File: src/design/smta_pkg.sv
// ----------------------------------------------------------------------------
// smta_pkg
// shared types and codes for the sparse matrix coordinate-list adder
// ----------------------------------------------------------------------------
package smta_pkg;

    typedef enum logic [1:0] {
        K_WRITE = 2'd0,
        K_READ  = 2'd1,
        K_SUM   = 2'd2,
        K_NONE  = 2'd3
    } t_kind;

    typedef enum logic [1:0] {
        ST_OK    = 2'd0,
        ST_RANGE = 2'd1,
        ST_FULL  = 2'd2,
        ST_EMPTY = 2'd3
    } t_status;

    localparam logic CFG_ROW = 1'b0;
    localparam logic CFG_COL = 1'b1;

    // source of the result fields
    localparam logic [1:0] RES_ECHO  = 2'd0;
    localparam logic [1:0] RES_HIT   = 2'd1;
    localparam logic [1:0] RES_MERGE = 2'd2;

    typedef enum logic [3:0] {
        S_IDLE,
        S_WSCAN,
        S_WSHIFT,
        S_RSCAN,
        S_SUMLD,
        S_SUM,
        S_EMIT,
        S_OUT
    } t_state;

    // controller -> datapath
    typedef struct packed {
        logic load;       // capture request
        logic rd_issue;   // register memory read at cursor(s)
        logic wr_step;    // shift one entry up (write at cursor, from cursor-1)
        logic wr_put;     // write new entry at cursor
        logic wr_val;     // overwrite value at cursor
        logic cur_dec;    // cursor down
        logic cur_inc;    // cursor up
        logic set_cur_n;  // cursor <- count
        logic set_cur_0;  // cursor <- 0
        logic cnt_inc;    // count of selected table + 1
        logic res_load;   // capture a result into the output register
    } t_cmd;

    // datapath -> controller
    typedef struct packed {
        logic     range_bad;
        logic     full;
        logic     at_end;     // cursor reached count
        logic     at_zero;
        logic     match;      // registered entry equals request key
        logic     greater;    // registered entry beyond request key
        logic     sum_done;   // both merge cursors at end
        logic     both_empty;
        logic     out_busy;
        logic     kind_none;
        logic     kind_write;
        logic     kind_read;
    } t_stat;

endpackage

File: src/design/smta_ctrl.sv
// ----------------------------------------------------------------------------
// smta_ctrl
// sequencer for write scan/shift, read scan and sum merge
// ----------------------------------------------------------------------------
module smta_ctrl (
    input  logic              i_clk,
    input  logic              i_rst_n,
    input  logic              i_in_valid,
    output logic              o_in_ready,
    input  smta_pkg::t_stat   i_stat,
    output smta_pkg::t_cmd    o_cmd,
    output smta_pkg::t_status o_res_status,
    output logic [1:0]        o_res_sel,
    output logic              o_res_last
);
    smta_pkg::t_state r_state, n_state;

    always_ff @(posedge i_clk) begin
        if (!i_rst_n) begin
            r_state <= smta_pkg::S_IDLE;
        end else begin
            r_state <= n_state;
        end
    end

    always_comb begin
        n_state      = r_state;
        o_cmd        = '0;
        o_in_ready   = 1'b0;
        o_res_status = smta_pkg::ST_OK;
        o_res_sel    = smta_pkg::RES_ECHO;
        o_res_last   = 1'b1;
        case (r_state)
            smta_pkg::S_IDLE: begin
                o_in_ready = 1'b1;
                if (i_in_valid) begin
                    o_cmd.load = 1'b1;
                    n_state    = smta_pkg::S_SUMLD;
                end
            end
            smta_pkg::S_SUMLD: begin
                // decode latched request
                o_cmd.set_cur_0 = 1'b1;
                o_cmd.rd_issue  = 1'b1;
                if (i_stat.kind_none) begin
                    n_state = smta_pkg::S_IDLE;
                end else if (i_stat.kind_write) begin
                    n_state = smta_pkg::S_WSCAN;
                end else if (i_stat.kind_read) begin
                    n_state = smta_pkg::S_RSCAN;
                end else begin
                    n_state = smta_pkg::S_SUM;
                end
            end
            smta_pkg::S_WSCAN: begin
                // memory data at cursor is registered; cursor holds its index
                if (i_stat.range_bad) begin
                    if (!i_stat.out_busy) begin
                        o_cmd.res_load = 1'b1;
                        o_res_status   = smta_pkg::ST_RANGE;
                        n_state        = smta_pkg::S_IDLE;
                    end
                end else if (!i_stat.at_end && i_stat.match) begin
                    if (!i_stat.out_busy) begin
                        o_cmd.wr_val   = 1'b1;
                        o_cmd.res_load = 1'b1;
                        n_state        = smta_pkg::S_IDLE;
                    end
                end else if (i_stat.at_end || i_stat.greater) begin
                    if (i_stat.full) begin
                        if (!i_stat.out_busy) begin
                            o_cmd.res_load = 1'b1;
                            o_res_status   = smta_pkg::ST_FULL;
                            n_state        = smta_pkg::S_IDLE;
                        end
                    end else begin
                        o_cmd.set_cur_n = 1'b1;
                        n_state         = smta_pkg::S_WSHIFT;
                    end
                end else begin
                    o_cmd.cur_inc  = 1'b1;
                    o_cmd.rd_issue = 1'b1;
                end
            end
            smta_pkg::S_WSHIFT: begin
                // cursor walks down from count to insert position
                if (i_stat.at_zero || i_stat.greater == 1'b0) begin
                    if (!i_stat.out_busy) begin
                        o_cmd.wr_put   = 1'b1;
                        o_cmd.cnt_inc  = 1'b1;
                        o_cmd.res_load = 1'b1;
                        n_state        = smta_pkg::S_IDLE;
                    end
                end else begin
                    o_cmd.wr_step = 1'b1;
                    o_cmd.cur_dec = 1'b1;
                end
            end
            smta_pkg::S_RSCAN: begin
                if (i_stat.at_end || i_stat.match) begin
                    if (!i_stat.out_busy) begin
                        o_cmd.res_load = 1'b1;
                        o_res_sel      = (!i_stat.at_end && i_stat.match) ?
                                         smta_pkg::RES_HIT : smta_pkg::RES_ECHO;
                        n_state        = smta_pkg::S_IDLE;
                    end
                end else begin
                    o_cmd.cur_inc  = 1'b1;
                    o_cmd.rd_issue = 1'b1;
                end
            end
            smta_pkg::S_SUM: begin
                if (i_stat.both_empty) begin
                    if (!i_stat.out_busy) begin
                        o_cmd.res_load = 1'b1;
                        o_res_status   = smta_pkg::ST_EMPTY;
                        n_state        = smta_pkg::S_IDLE;
                    end
                end else begin
                    n_state = smta_pkg::S_EMIT;
                end
            end
            smta_pkg::S_EMIT: begin
                // one merged entry per step; datapath advances cursors
                if (!i_stat.out_busy) begin
                    o_cmd.res_load = 1'b1;
                    o_cmd.cur_inc  = 1'b1;
                    o_res_sel      = smta_pkg::RES_MERGE;
                    o_res_last     = 1'b0;
                    n_state        = smta_pkg::S_OUT;
                end
            end
            smta_pkg::S_OUT: begin
                // wait for the advanced cursors to read back
                if (i_stat.sum_done) begin
                    n_state = smta_pkg::S_IDLE;
                end else begin
                    n_state = smta_pkg::S_EMIT;
                end
            end
            default: begin
                n_state = smta_pkg::S_IDLE;
            end
        endcase
    end
endmodule

File: src/design/smta_dp.sv
// ----------------------------------------------------------------------------
// smta_dp
// entry memories, cursors, compare and output register
// ----------------------------------------------------------------------------
module smta_dp #(
    parameter int CAPACITY   = 16,
    parameter int INDEX_BITS = 8
) (
    input  logic                    i_clk,
    input  logic                    i_rst_n,
    input  logic                    i_cfg_valid,
    input  logic                    i_cfg_index,
    input  logic [8:0]              i_cfg_data,
    input  logic [1:0]              i_kind,
    input  logic                    i_matrix_sel,
    input  logic [INDEX_BITS-1:0]   i_row_index,
    input  logic [INDEX_BITS-1:0]   i_col_index,
    input  logic signed [31:0]      i_write_value,
    input  smta_pkg::t_cmd          i_cmd,
    input  smta_pkg::t_status       i_res_status,
    input  logic [1:0]              i_res_sel,
    input  logic                    i_res_last,
    output smta_pkg::t_stat         o_stat,
    input  logic                    i_out_ready,
    output logic                    o_out_valid,
    output logic [1:0]              o_status,
    output logic [INDEX_BITS-1:0]   o_out_row,
    output logic [INDEX_BITS-1:0]   o_out_col,
    output logic signed [32:0]      o_out_value,
    output logic                    o_last
);
    localparam int AW = (CAPACITY > 1) ? $clog2(CAPACITY) : 1;
    localparam int CW = $clog2(CAPACITY + 1);
    localparam int EW = 2 * INDEX_BITS + 32;
    localparam int KW = 2 * INDEX_BITS;

    // entry word: {row, col, value}; one memory per table
    logic [EW-1:0] r_mem_a [CAPACITY];
    logic [EW-1:0] r_mem_b [CAPACITY];
    logic [EW-1:0] r_rd_a, r_rd_b;

    logic [8:0]  r_row_cnt, r_col_cnt;
    logic [CW-1:0] r_cnt_a, r_cnt_b;
    logic [CW-1:0] r_cur_a, r_cur_b;   // r_cur_a is also the write/read cursor
    logic [1:0]  r_kind;
    logic        r_sel;
    logic [INDEX_BITS-1:0] r_row, r_col;
    logic [31:0] r_val;
    logic        r_out_valid;
    logic [1:0]  r_status;
    logic [INDEX_BITS-1:0] r_orow, r_ocol;
    logic [32:0] r_oval;
    logic        r_olast;

    logic [CW-1:0] w_cnt_sel, w_cur;
    logic [EW-1:0] w_rd_sel;
    logic [KW-1:0] w_key, w_key_sel, w_key_a, w_key_b;
    logic          w_a_ok, w_b_ok, w_take_a, w_take_b;
    logic [CW-1:0] w_na, w_nb;
    logic [CW-1:0] w_cur_m1;

    assign w_cnt_sel = r_sel ? r_cnt_b : r_cnt_a;
    assign w_cur     = r_cur_a;
    assign w_cur_m1  = w_cur - CW'(1);
    assign w_rd_sel  = r_sel ? r_rd_b : r_rd_a;
    assign w_key     = {r_row, r_col};
    assign w_key_sel = w_rd_sel[EW-1 -: KW];
    assign w_key_a   = r_rd_a[EW-1 -: KW];
    assign w_key_b   = r_rd_b[EW-1 -: KW];
    assign w_a_ok    = r_cur_a < r_cnt_a;
    assign w_b_ok    = r_cur_b < r_cnt_b;
    assign w_take_a  = w_a_ok && (!w_b_ok || w_key_a <= w_key_b);
    assign w_take_b  = w_b_ok && (!w_a_ok || w_key_b <= w_key_a);
    assign w_na      = w_take_a ? r_cur_a + CW'(1) : r_cur_a;
    assign w_nb      = w_take_b ? r_cur_b + CW'(1) : r_cur_b;

    always_comb begin
        o_stat            = '0;
        o_stat.range_bad  = ({1'b0, r_row} >= r_row_cnt) || ({1'b0, r_col} >= r_col_cnt);
        o_stat.full       = w_cnt_sel >= CW'(CAPACITY);
        o_stat.at_end     = w_cur >= w_cnt_sel;
        o_stat.at_zero    = w_cur == '0;
        o_stat.match      = w_key_sel == w_key;
        o_stat.greater    = w_key_sel > w_key;
        o_stat.sum_done   = !w_a_ok && !w_b_ok;
        o_stat.both_empty = (r_cnt_a == '0) && (r_cnt_b == '0);
        o_stat.out_busy   = r_out_valid && !i_out_ready;
        o_stat.kind_none  = r_kind == smta_pkg::K_NONE;
        o_stat.kind_write = r_kind == smta_pkg::K_WRITE;
        o_stat.kind_read  = r_kind == smta_pkg::K_READ;
    end

    // memory read address: the updated cursor, or the entry below it while shifting
    logic [AW-1:0] w_ra_a, w_ra_b;
    logic          w_shift_rd;
    assign w_shift_rd = i_cmd.set_cur_n || i_cmd.wr_step;
    always_comb begin
        w_ra_a = AW'(r_cur_a);
        w_ra_b = AW'(r_sel ? r_cur_a : r_cur_b);
        if (i_cmd.set_cur_n) begin
            w_ra_a = AW'(w_cnt_sel - CW'(1));
            w_ra_b = AW'(w_cnt_sel - CW'(1));
        end else if (i_cmd.wr_step) begin
            w_ra_a = AW'(w_cur - CW'(2));
            w_ra_b = AW'(w_cur - CW'(2));
        end else if (i_cmd.cur_inc && r_kind == smta_pkg::K_SUM) begin
            w_ra_a = AW'(w_na);
            w_ra_b = AW'(w_nb);
        end else if (i_cmd.cur_inc) begin
            w_ra_a = AW'(r_cur_a + CW'(1));
            w_ra_b = AW'(r_cur_a + CW'(1));
        end else if (i_cmd.set_cur_0) begin
            w_ra_a = '0;
            w_ra_b = '0;
        end
    end

    logic          w_we;
    logic [AW-1:0] w_wa;
    logic [EW-1:0] w_wd;
    always_comb begin
        w_we = i_cmd.wr_step || i_cmd.wr_put || i_cmd.wr_val;
        w_wa = AW'(w_cur);
        w_wd = w_rd_sel;
        if (i_cmd.wr_put || i_cmd.wr_val) begin
            w_wd = {r_row, r_col, r_val};
        end
    end

    always_ff @(posedge i_clk) begin
        if (w_we && !r_sel) begin
            r_mem_a[w_wa] <= w_wd;
        end
        if (w_we && r_sel) begin
            r_mem_b[w_wa] <= w_wd;
        end
        if (i_cmd.rd_issue || i_cmd.cur_inc || w_shift_rd || i_cmd.set_cur_0) begin
            r_rd_a <= r_mem_a[w_ra_a];
            r_rd_b <= r_mem_b[w_ra_b];
        end
    end

    always_ff @(posedge i_clk) begin
        if (i_cmd.load) begin
            r_kind <= i_kind;
            r_sel  <= (i_kind == smta_pkg::K_SUM) ? 1'b0 : i_matrix_sel;
            r_row  <= i_row_index;
            r_col  <= i_col_index;
            r_val  <= i_write_value;
        end
    end

    always_ff @(posedge i_clk) begin
        if (!i_rst_n) begin
            r_row_cnt   <= 9'd256;
            r_col_cnt   <= 9'd256;
            r_cnt_a     <= '0;
            r_cnt_b     <= '0;
            r_cur_a     <= '0;
            r_cur_b     <= '0;
            r_out_valid <= 1'b0;
        end else begin
            if (i_cfg_valid && i_cfg_index == smta_pkg::CFG_ROW) begin
                r_row_cnt <= i_cfg_data;
            end
            if (i_cfg_valid && i_cfg_index == smta_pkg::CFG_COL) begin
                r_col_cnt <= i_cfg_data;
            end
            if (i_cmd.cnt_inc && !r_sel) begin
                r_cnt_a <= r_cnt_a + CW'(1);
            end
            if (i_cmd.cnt_inc && r_sel) begin
                r_cnt_b <= r_cnt_b + CW'(1);
            end
            if (i_cmd.set_cur_0) begin
                r_cur_a <= '0;
                r_cur_b <= '0;
            end else if (i_cmd.set_cur_n) begin
                r_cur_a <= w_cnt_sel;
            end else if (i_cmd.cur_dec) begin
                r_cur_a <= w_cur_m1;
            end else if (i_cmd.cur_inc && r_kind == smta_pkg::K_SUM) begin
                r_cur_a <= w_na;
                r_cur_b <= w_nb;
            end else if (i_cmd.cur_inc) begin
                r_cur_a <= r_cur_a + CW'(1);
            end
            if (i_cmd.res_load) begin
                r_out_valid <= 1'b1;
            end else if (i_out_ready) begin
                r_out_valid <= 1'b0;
            end
        end
    end

    // result register
    always_ff @(posedge i_clk) begin
        if (i_cmd.res_load) begin
            r_status <= i_res_status;
            case (i_res_sel)
                smta_pkg::RES_HIT: begin
                    r_orow  <= r_row;
                    r_ocol  <= r_col;
                    r_oval  <= {w_rd_sel[31], w_rd_sel[31:0]};
                    r_olast <= i_res_last;
                end
                smta_pkg::RES_MERGE: begin
                    r_orow <= w_take_a ? w_key_a[KW-1 -: INDEX_BITS] : w_key_b[KW-1 -: INDEX_BITS];
                    r_ocol <= w_take_a ? w_key_a[INDEX_BITS-1:0] : w_key_b[INDEX_BITS-1:0];
                    r_oval <= (w_take_a ? {r_rd_a[31], r_rd_a[31:0]} : 33'd0)
                            + (w_take_b ? {r_rd_b[31], r_rd_b[31:0]} : 33'd0);
                    r_olast <= (w_na >= r_cnt_a) && (w_nb >= r_cnt_b);
                end
                default: begin
                    r_orow  <= (i_res_status == smta_pkg::ST_EMPTY) ? '0 : r_row;
                    r_ocol  <= (i_res_status == smta_pkg::ST_EMPTY) ? '0 : r_col;
                    r_oval  <= '0;
                    r_olast <= i_res_last;
                end
            endcase
        end
    end

    assign o_out_valid = r_out_valid;
    assign o_status    = r_status;
    assign o_out_row   = r_orow;
    assign o_out_col   = r_ocol;
    assign o_out_value = r_oval;
    assign o_last      = r_olast;
endmodule

File: src/design/sparse_matrix_table_add_core.sv
// ----------------------------------------------------------------------------
// sparse_matrix_table_add_core
// two row-major coordinate lists with write, read and merged sum
// ----------------------------------------------------------------------------
// channel   direction  signals
// cfg       in         i_cfg_valid/o_cfg_ready, i_cfg_index, i_cfg_data
// in        in         i_in_valid/o_in_ready, i_kind .. i_write_value
// out       out        o_out_valid/i_out_ready, o_status .. o_last
//
// one request at a time; a write scans to the insert point, then shifts the
// rest up one entry at a time; a read scans to the key or the end of the table;
// a sum emits one merged entry per step while the output is not held
// reset clears counts, cursors and the output valid, and sets the range registers to 256
// the sequencer holds while the result register is still occupied
// ----------------------------------------------------------------------------
module sparse_matrix_table_add_core #(
    parameter int CAPACITY   = 16,
    parameter int INDEX_BITS = 8
) (
    input  logic                  i_clk,
    input  logic                  i_rst_n,
    input  logic                  i_cfg_valid,
    output logic                  o_cfg_ready,
    input  logic                  i_cfg_index,
    input  logic [8:0]            i_cfg_data,
    input  logic                  i_in_valid,
    output logic                  o_in_ready,
    input  logic [1:0]            i_kind,
    input  logic                  i_matrix_sel,
    input  logic [INDEX_BITS-1:0] i_row_index,
    input  logic [INDEX_BITS-1:0] i_col_index,
    input  logic signed [31:0]    i_write_value,
    output logic                  o_out_valid,
    input  logic                  i_out_ready,
    output logic [1:0]            o_status,
    output logic [INDEX_BITS-1:0] o_out_row,
    output logic [INDEX_BITS-1:0] o_out_col,
    output logic signed [32:0]    o_out_value,
    output logic                  o_last
);
    smta_pkg::t_cmd    w_cmd;
    smta_pkg::t_stat   w_stat;
    smta_pkg::t_status w_res_status;
    logic [1:0]        w_res_sel;
    logic              w_res_last;

    assign o_cfg_ready = 1'b1;

    smta_ctrl u_ctrl (
        .i_clk        (i_clk),
        .i_rst_n      (i_rst_n),
        .i_in_valid   (i_in_valid),
        .o_in_ready   (o_in_ready),
        .i_stat       (w_stat),
        .o_cmd        (w_cmd),
        .o_res_status (w_res_status),
        .o_res_sel    (w_res_sel),
        .o_res_last   (w_res_last)
    );

    smta_dp #(
        .CAPACITY   (CAPACITY),
        .INDEX_BITS (INDEX_BITS)
    ) u_dp (
        .i_clk         (i_clk),
        .i_rst_n       (i_rst_n),
        .i_cfg_valid   (i_cfg_valid),
        .i_cfg_index   (i_cfg_index),
        .i_cfg_data    (i_cfg_data),
        .i_kind        (i_kind),
        .i_matrix_sel  (i_matrix_sel),
        .i_row_index   (i_row_index),
        .i_col_index   (i_col_index),
        .i_write_value (i_write_value),
        .i_cmd         (w_cmd),
        .i_res_status  (w_res_status),
        .i_res_sel     (w_res_sel),
        .i_res_last    (w_res_last),
        .o_stat        (w_stat),
        .i_out_ready   (i_out_ready),
        .o_out_valid   (o_out_valid),
        .o_status      (o_status),
        .o_out_row     (o_out_row),
        .o_out_col     (o_out_col),
        .o_out_value   (o_out_value),
        .o_last        (o_last)
    );
endmodule
File: config.mk
export PLATFORM = sky130hd
export DESIGN_NAME = sparse_matrix_table_add_core
export DESIGN_NICKNAME = d
export VERILOG_FILES = /design/src/design/smta_pkg.sv /design/src/design/smta_ctrl.sv /design/src/design/smta_dp.sv /design/src/design/sparse_matrix_table_add_core.sv
export SDC_FILE = /design/constraint.sdc
export NUM_CORES = 2
export LEC_CHECK = 0
export BUFFER_PORTS_ARGS = -buffer_cell sky130_fd_sc_hd__buf_2
export CAP_MARGIN = 20
export CORE_ASPECT_RATIO = 1.2
export CORE_MARGIN = 1.5
export CORE_UTILIZATION = 55
export DETAILED_ROUTE_END_ITERATION = 10
export MAX_ROUTING_LAYER = met4
export PLACE_DENSITY = 0.71
export SYNTH_ARGS = -nofsm -noshare
export SYNTH_HDL_FRONTEND = slang
export SYNTH_SLANG_ARGS = --single-unit
File: constraint.sdc
create_clock -name i_clk -period 9.5 [get_ports i_clk]
set_clock_uncertainty 0.2 [all_clocks]
set_input_delay 1.9 -clock i_clk [delete_from_list [all_inputs] [get_ports i_clk]]
set_output_delay 1.9 -clock i_clk [all_outputs]
set_load 0.02 [all_outputs]
; Yosys cells after proc, flatten, opt, wreduce, memory -nomap -nowiden
; Memory sizes are Yosys's and may differ from the RTL's. A register that Yosys moved wholly into a read port is not among the register bits.
; Index checks and enable logic that the tools add are counted.
[op_classes]
n_reduce_logical = 42
muxes = 98
addsub = 8
bitwise_logic = 5
order_cmp = 11
n_eq_ne = 20
[ops]
columns = operator, count
row1 = $mux 48, 2
row2 = $mux 4, 22
row3 = $mux 33, 2
row4 = $pmux 33 s2, 1
row5 = $mux 1, 36
row6 = $mux 5, 7
row7 = $add 33x33->33, 1
row8 = $le 16x16->1, 2
row9 = $mux 8, 4
row10 = $pmux 4 s8, 1
row11 = $pmux 8 s2, 2
row12 = $mux 2, 13
row13 = $add 5x1->5 const B, 4
row14 = $ge 8x9->1, 2
row15 = $eq 16x16->1, 1
row16 = $eq 4x3->1 const B, 4
row17 = $gt 16x16->1, 1
row18 = $ge 5x5->1, 3
row19 = $logic_not 5->1, 3
row20 = $logic_and 1x1->1, 14
row21 = $logic_or 1x1->1, 13
row22 = $eq 2x2->1 const B, 5
row23 = $lt 5x5->1, 2
row24 = $mux 3, 3
row25 = other kinds (22), 36
[totals]
ramBits = 1536
reg_bits = 146
inputBits = 66
n_memories = 2
[mem_list]
columns = memory, depth, width, read_ports, rd_clocked_by_memory_dff, write_ports, line
row1 = u_dp.r_mem_a, 16, 48, 1, 1, 1, smta_dp.sv:38  ; logic [EW-1:0] r_mem_a [CAPACITY];
row2 = u_dp.r_mem_b, 16, 48, 1, 1, 1, smta_dp.sv:39  ; logic [EW-1:0] r_mem_b [CAPACITY];

; Longest topological paths before layout
[logic_depth]
word_depth = 11
ltp_mapped = 24
ltp_nobuf = 22

; Cells and area by module
; From an unflattened synthesis, not the netlist that was laid out.
[unflattened]
cells_unflattened = 5514
area_unflattened_um2 = 75867.8
[by_module_without_submodules]
columns = module, n_inst, area_each_um2, seq_area_each_um2, cells_per_inst
row1 = smta_dp, 1, 75224.6, 52880.7, 5427
row2 = smta_ctrl, 1, 631.9, 80.1, 85
row3 = sparse_matrix_table_add_core, 1, 11.3, 0.0, 2

; Least setup slack after synthesis
; Ideal clock, no wire load.
[synth_path]
path_kind = flip-flop to flip-flop
from = register u_dp.r_sel
to = memory u_dp.r_mem_a[1][0] (netlist bit) (enable)
synth_period_minus_slack_ns = 7.730
slack_ns = 1.770
arrival_time_ns = 7.017
path_buffers = 5
path_stages_with_launch = 19
path_cell_list = edfxtp_1 -> clkbuf_1 -> buf_1 -> clkbuf_1 -> clkbuf_1 -> nand2_1 -> o21ai_0 -> ha_1 -> a211oi_2 -> nor2_1 -> a2111oi_4 -> a21oi_2 -> o21ai_0 -> and3_1 -> a21oi_1 -> clkbuf_1 -> a21oi_1 -> nand2_1 -> nor3_1
[synth_via]
elab_chain_len = 11
[synth_rtl]
columns = item, line
row1 = start: declaration, smta_dp.sv:46  ; logic r_sel;
row2 = start signal: assignment, smta_dp.sv:146  ; r_sel <= (i_kind == smta_pkg::K_SUM) ? 1'b0 : i_matrix_sel;
row3 = $mux 48 / $mux 5 (equally long branches), "smta_dp.sv:65, smta_dp.sv:62"
row4 = $gt 16x16->1 / $ge 5x5->1 (equally long branches), "smta_dp.sv:84, smta_dp.sv:81"
row5 = $not 1->1 / $logic_not 1->1 (equally long branches), "smta_ctrl.sv:87, smta_ctrl.sv:63"
row6 = $logic_or 1x1->1 / $logic_and 1x1->1 (equally long branches), "smta_ctrl.sv:87, smta_ctrl.sv:63"
row7 = "$mux 1, on equally long branches", "smta_ctrl.sv:87, smta_ctrl.sv:63"
row8 = $mux 2 / $mux 1 (equally long branches), "smta_ctrl.sv:33, smta_ctrl.sv:57"
row9 = $logic_or 1x1->1 / $mux 1 (equally long branches), "smta_dp.sv:122, smta_ctrl.sv:33"
row10 = $logic_or 1x1->1, smta_dp.sv:122  ; w_we = i_cmd.wr_step || i_cmd.wr_put || i_cmd.wr_val;
row11 = $logic_and 1x1->1 *, smta_dp.sv:131  ; if (w_we && !r_sel) begin
row12 = $mux 1 *, smta_dp.sv:131
row13 = $mux 1 (not written as such) *, smta_dp.sv:132  ; r_mem_a[w_wa] <= w_wd;
row14 = end: declaration, smta_dp.sv:38
; Mark *: on every way between the ends. The rest lies on a longest branch, timed or not.

; Worst setup path after layout
[layout_path]
from = register u_dp.r_sel
to = register u_dp.r_rd_b[36] (read register of u_dp.r_mem_b) (data pin)
[layout_via]
elab_chain_len = 11
[layout_rtl]
columns = item, line
row1 = $mux 48 / $mux 5 (equally long branches), "smta_dp.sv:65, smta_dp.sv:62"
row2 = $gt 16x16->1 / $ge 5x5->1 (equally long branches), "smta_dp.sv:84, smta_dp.sv:81"
row3 = $logic_or 1x1->1 / $logic_not 1->1 (equally long branches), "smta_ctrl.sv:69, smta_ctrl.sv:63"
row4 = $mux 1 / $logic_and 1x1->1 (equally long branches), "smta_ctrl.sv:69, smta_ctrl.sv:63"
row5 = $mux 2, smta_ctrl.sv:63  ; end else if (!i_stat.at_end && i_stat.match) begin
row6 = $mux 2, smta_ctrl.sv:57  ; if (i_stat.range_bad) begin
row7 = $pmux 1 s3, smta_ctrl.sv:33  ; case (r_state)
row8 = $mux 4 / $logic_and 1x1->1 (equally long branches), "smta_dp.sv:109, smta_dp.sv:106"
row9 = $mux 4, smta_dp.sv:106  ; end else if (i_cmd.cur_inc && r_kind == smta_pkg::K_SUM) begin
row10 = $mux 4, smta_dp.sv:103  ; end else if (i_cmd.wr_step) begin
row11 = $mux 4, smta_dp.sv:100  ; if (i_cmd.set_cur_n) begin
row12 = end: declaration, smta_dp.sv:40  ; logic [EW-1:0] r_rd_a, r_rd_b;
; Parallel ways exist; a longest one is shown, timed or not.
; A chain may end at the register's enable or synchronous reset.

==> impl_results.md <==
- Fin crit share: 70.76%
- Setup TNS: 0 ns
- Mapped Cells: 4101
- Seq pwr share: 56.8%
- Max-cap viol count: 0
- Area share of the largest cell type after synthesis: 71.32%
- Worst VDD drop: 0.1972 mV
- Fmax: 148.8 MHz
- Hold/Removal Path Class: flip-flop to flip-flop
- IO buf count: 119
- Crit path top cell by count: buf_4
- Critical R2R Launch: u_dp.r_sel
- Final setup margin: 2.778 ns
- Residual DRC count: 0
- Vias in the first global route: 38.72k
- Drt first pass iters: 7
- Final wirelength: 190500 um
- Cell family with most CP delay: simple AND/OR/NAND/NOR gates
- Post-synthesis cell type count: 83
- Commonest register cell after synthesis: edfxtp_1
- Yosys warning count: 0
- Post-CTS Setup Bufs: 0
- Max-slew violation count: 0
- Clk network pwr share: 41.6%
- Maximum clock path buffer count: 3
- Startpoint Class: flip-flop
- Drt wl/cell: 30.69 um
- Final Hold Viols: 0
- Tot Pwr: 15.18 mW
- Pwr Density: 186.9 mW/mm^2
- Die X: 335.7 um
- Max stage delay on crit path: 0.76 ns
- Initial Utilization: 55.38%
- Slowest stage cell, crit path: nor4_1
- Origin of the worst min-delay path: u_dp.r_row_cnt[3]
- CTS buffer count: 165
- Internal: 12.17 mW
- Commonest non-fill, non-tap cell in the layout: edfxtp_1
- Synthesized cell area: 0.07305 mm^2
- Routed vias/inst: 6.347
- Worst-path clk slew: 0.07 ns
- Psw: 3.014 mW
- Crit end category: flip-flop
- Hold-fix buffers, CTS: 0
- Largest area contributor in the netlist: edfxtp_1
- Starting DRT DRC Count: 5047
- Avg Inst Size Synth: 17.81 um^2
- Worst EP required: 9.80 ns
- Post-synthesis sequential area ratio: 72.50%
- Share of cells above drive strength 1: 17.69%
- RSZ-0062 raised after global routing: no
- Worst Path Buf+Inv: 2
- CTS H-tree lvls: 4
- Post-Syn Nets: 4286
- Status: finished, final reports clean
- Async S/R FF share, synth: 0%
- Endpoints failing setup: 0
- Die area: 0.1350 mm^2
- Number of synthesized flops with an enable pin: 1735
- Skew-Pair Late Insertion Delay: 0.80 ns
- Final RePlAce weighted congestion: 0.9251
- All-Layer GR Usage: 29.08%
- Clock Sinks: 1778
- Most frequent cells in the layout: edfxtp_1 (1735), mux2i_1 (566), o22ai_1 (200)
- Total number of vias: 39.40k
- Worst Setup SP: u_dp.r_sel
- Critical Path AT: 7.02 ns
- HPWL Detailed: 105200 um
- Initial antenna violation count: 6
- ANT nets after route: 0
- Die Span Y: 402.2 um
- Lkg Pwr: 29.18 nW
- Switching Fraction: 19.85%
- Area Overhead vs Synth: 11.19%
- Fin nets: 4481
- IO Count: 121
- TritonCTS clock tree: yes
- Critical-path cell list: buf_4 -> o21ai_0 -> ha_1 -> nand4_1 -> nor4_1 -> nor2_1 -> a21oi_1 -> o21a_1 -> nor4b_4 -> a211oi_2 -> or3_2 -> buf_4 -> o22ai_1 -> or4_1
- FF+latch count, synth: 1778
- Slew headroom: 18.79%
- Largest net degree at the start of global routing: 131
- Synth top area cells: edfxtp_1 (71%), mux2i_1 (7.8%), mux4_2 (5.9%)
- Global route total overflow: 0
- Crit path kind: flip-flop to flip-flop
- First-pass GRT wire length: 269800 um
- Clock root buffer: clkbuf_16
- Site row count: 146
- Post-route minimum period: 6.722 ns
- Core ar.: 0.1319 mm^2
- Crit path max fanout: 39
- Worst Tran Pin Value: 1.218 ns
- Pre-CTS setup slack: 2.914 ns
- Cts repair resizes: 0
- Comb pwr share: 1.7%
power by group through the flow:
stage / Clock, mW / Sequential [mW] / Combinational (mW)
2_1_floorplan: 0 / 8.77 / 0.144
3_3_place_gp: 0 / 8.79 / 0.229
3_5_place_dp: 0 / 8.78 / 0.237
4_1_cts: 6.38 / 8.62 / 0.237
5_1_grt: 6.66 / 8.61 / 0.271
6_report: 6.31 / 8.62 / 0.251
final cells by class:
| class | count | area [um^2] |
|---|---|---|
| flip-flops and latches | 1778 | 52960 |
| repair buffers | 232 | 1645 |
| multi-input cells | 2039 | 18990 |
| clock buffers | 215 | 4454 |
| diodes | 5 | 12.51 |
| inverters | 80 | 300.3 |
| clock inverters | 82 | 638.1 |
| well taps | 1776 | 2222 |
| fillers | 9290 | 50670 |
sequential cells by signal (all words and copies together) (netlist names), 9 cells and up:
register          cells
u_dp.r_mem_b        768
u_dp.r_row_cnt        9
u_dp.r_rd_a          48
u_dp.r_val           32
u_dp.r_mem_a        768
u_dp.o_out_value     33
u_dp.r_col_cnt        9
u_dp.r_rd_b          48
through the flow:
step                      hold WS (ns)  cells  util, %  area (um^2)
after floorplan                 0.2434   4101        -        73050
after global placement          0.2539   5889    57.51        75860
after detailed placement        0.2614   5890    57.53        75870
after CTS                       0.2716   6187    61.39        80960
after global routing            0.2819   6206    61.58        81220
final                           0.2692   6207    61.58        81220
worst paths after layout:
path	slack, ns	cells past startpoint	endpoint
max	2.78	14	u_dp.r_rd_b[36]
min	0.27	2	u_dp.r_row_cnt[3]
max reg2reg	2.78	14	u_dp.r_rd_b[36]
min reg2reg	0.27	2	u_dp.r_row_cnt[3]
tightest hold or removal path, cell delays in order (launching register included):
cell,delay [ns]
dfxtp_1,0.31
nand2_1,0.05
a21boi_0,0.06
logic make-up (layout without fill, tap and decap cells):
kind of cell,Yosys count,count (layout),synth area share [%]
flip-flops,1778,1778,72.50
multiplexers,804,804,14.38
AND/OR/NAND/NOR,558,558,3.955
AO/OA/AOI/OAI,511,511,4.541
buffers and inverters,284,609,2.018
adder cells (fa/ha/maj),119,119,2.049
XOR/XNOR,45,45,0.5396
other,2,7,0.01028
Yosys cell counts (19+ instances only):
cell type,n
edfxtp_1,1735
mux2i_1,566
o22ai_1,200
mux4_2,192
nand2_1,155
ha_1,118
nor2_1,111
o21ai_0,89
and2_1,87
inv_1,78
a21oi_1,72
clkbuf_1,72
buf_2,56
or4_1,49
mux2_2,46
dfxtp_1,43
xnor2_1,34
buf_6,33
nand2b_1,28
nor3_1,26
buf_4,24
a21boi_0,22
nand3_1,22
a21o_1,19
buf_1,19
per-layer routing:
metal	routed length, um	up-vias	global-route usage (%)	share of wire, %
met5	0	-	-	0
met4	7814	0	11.53	4.1
met3	17210	394	4.978	9.0
met2	91690	2003	45.31	48
met1	73760	20247	38.47	39
li1	-	16751	-	-
Power figures use the tool's default switching activity.
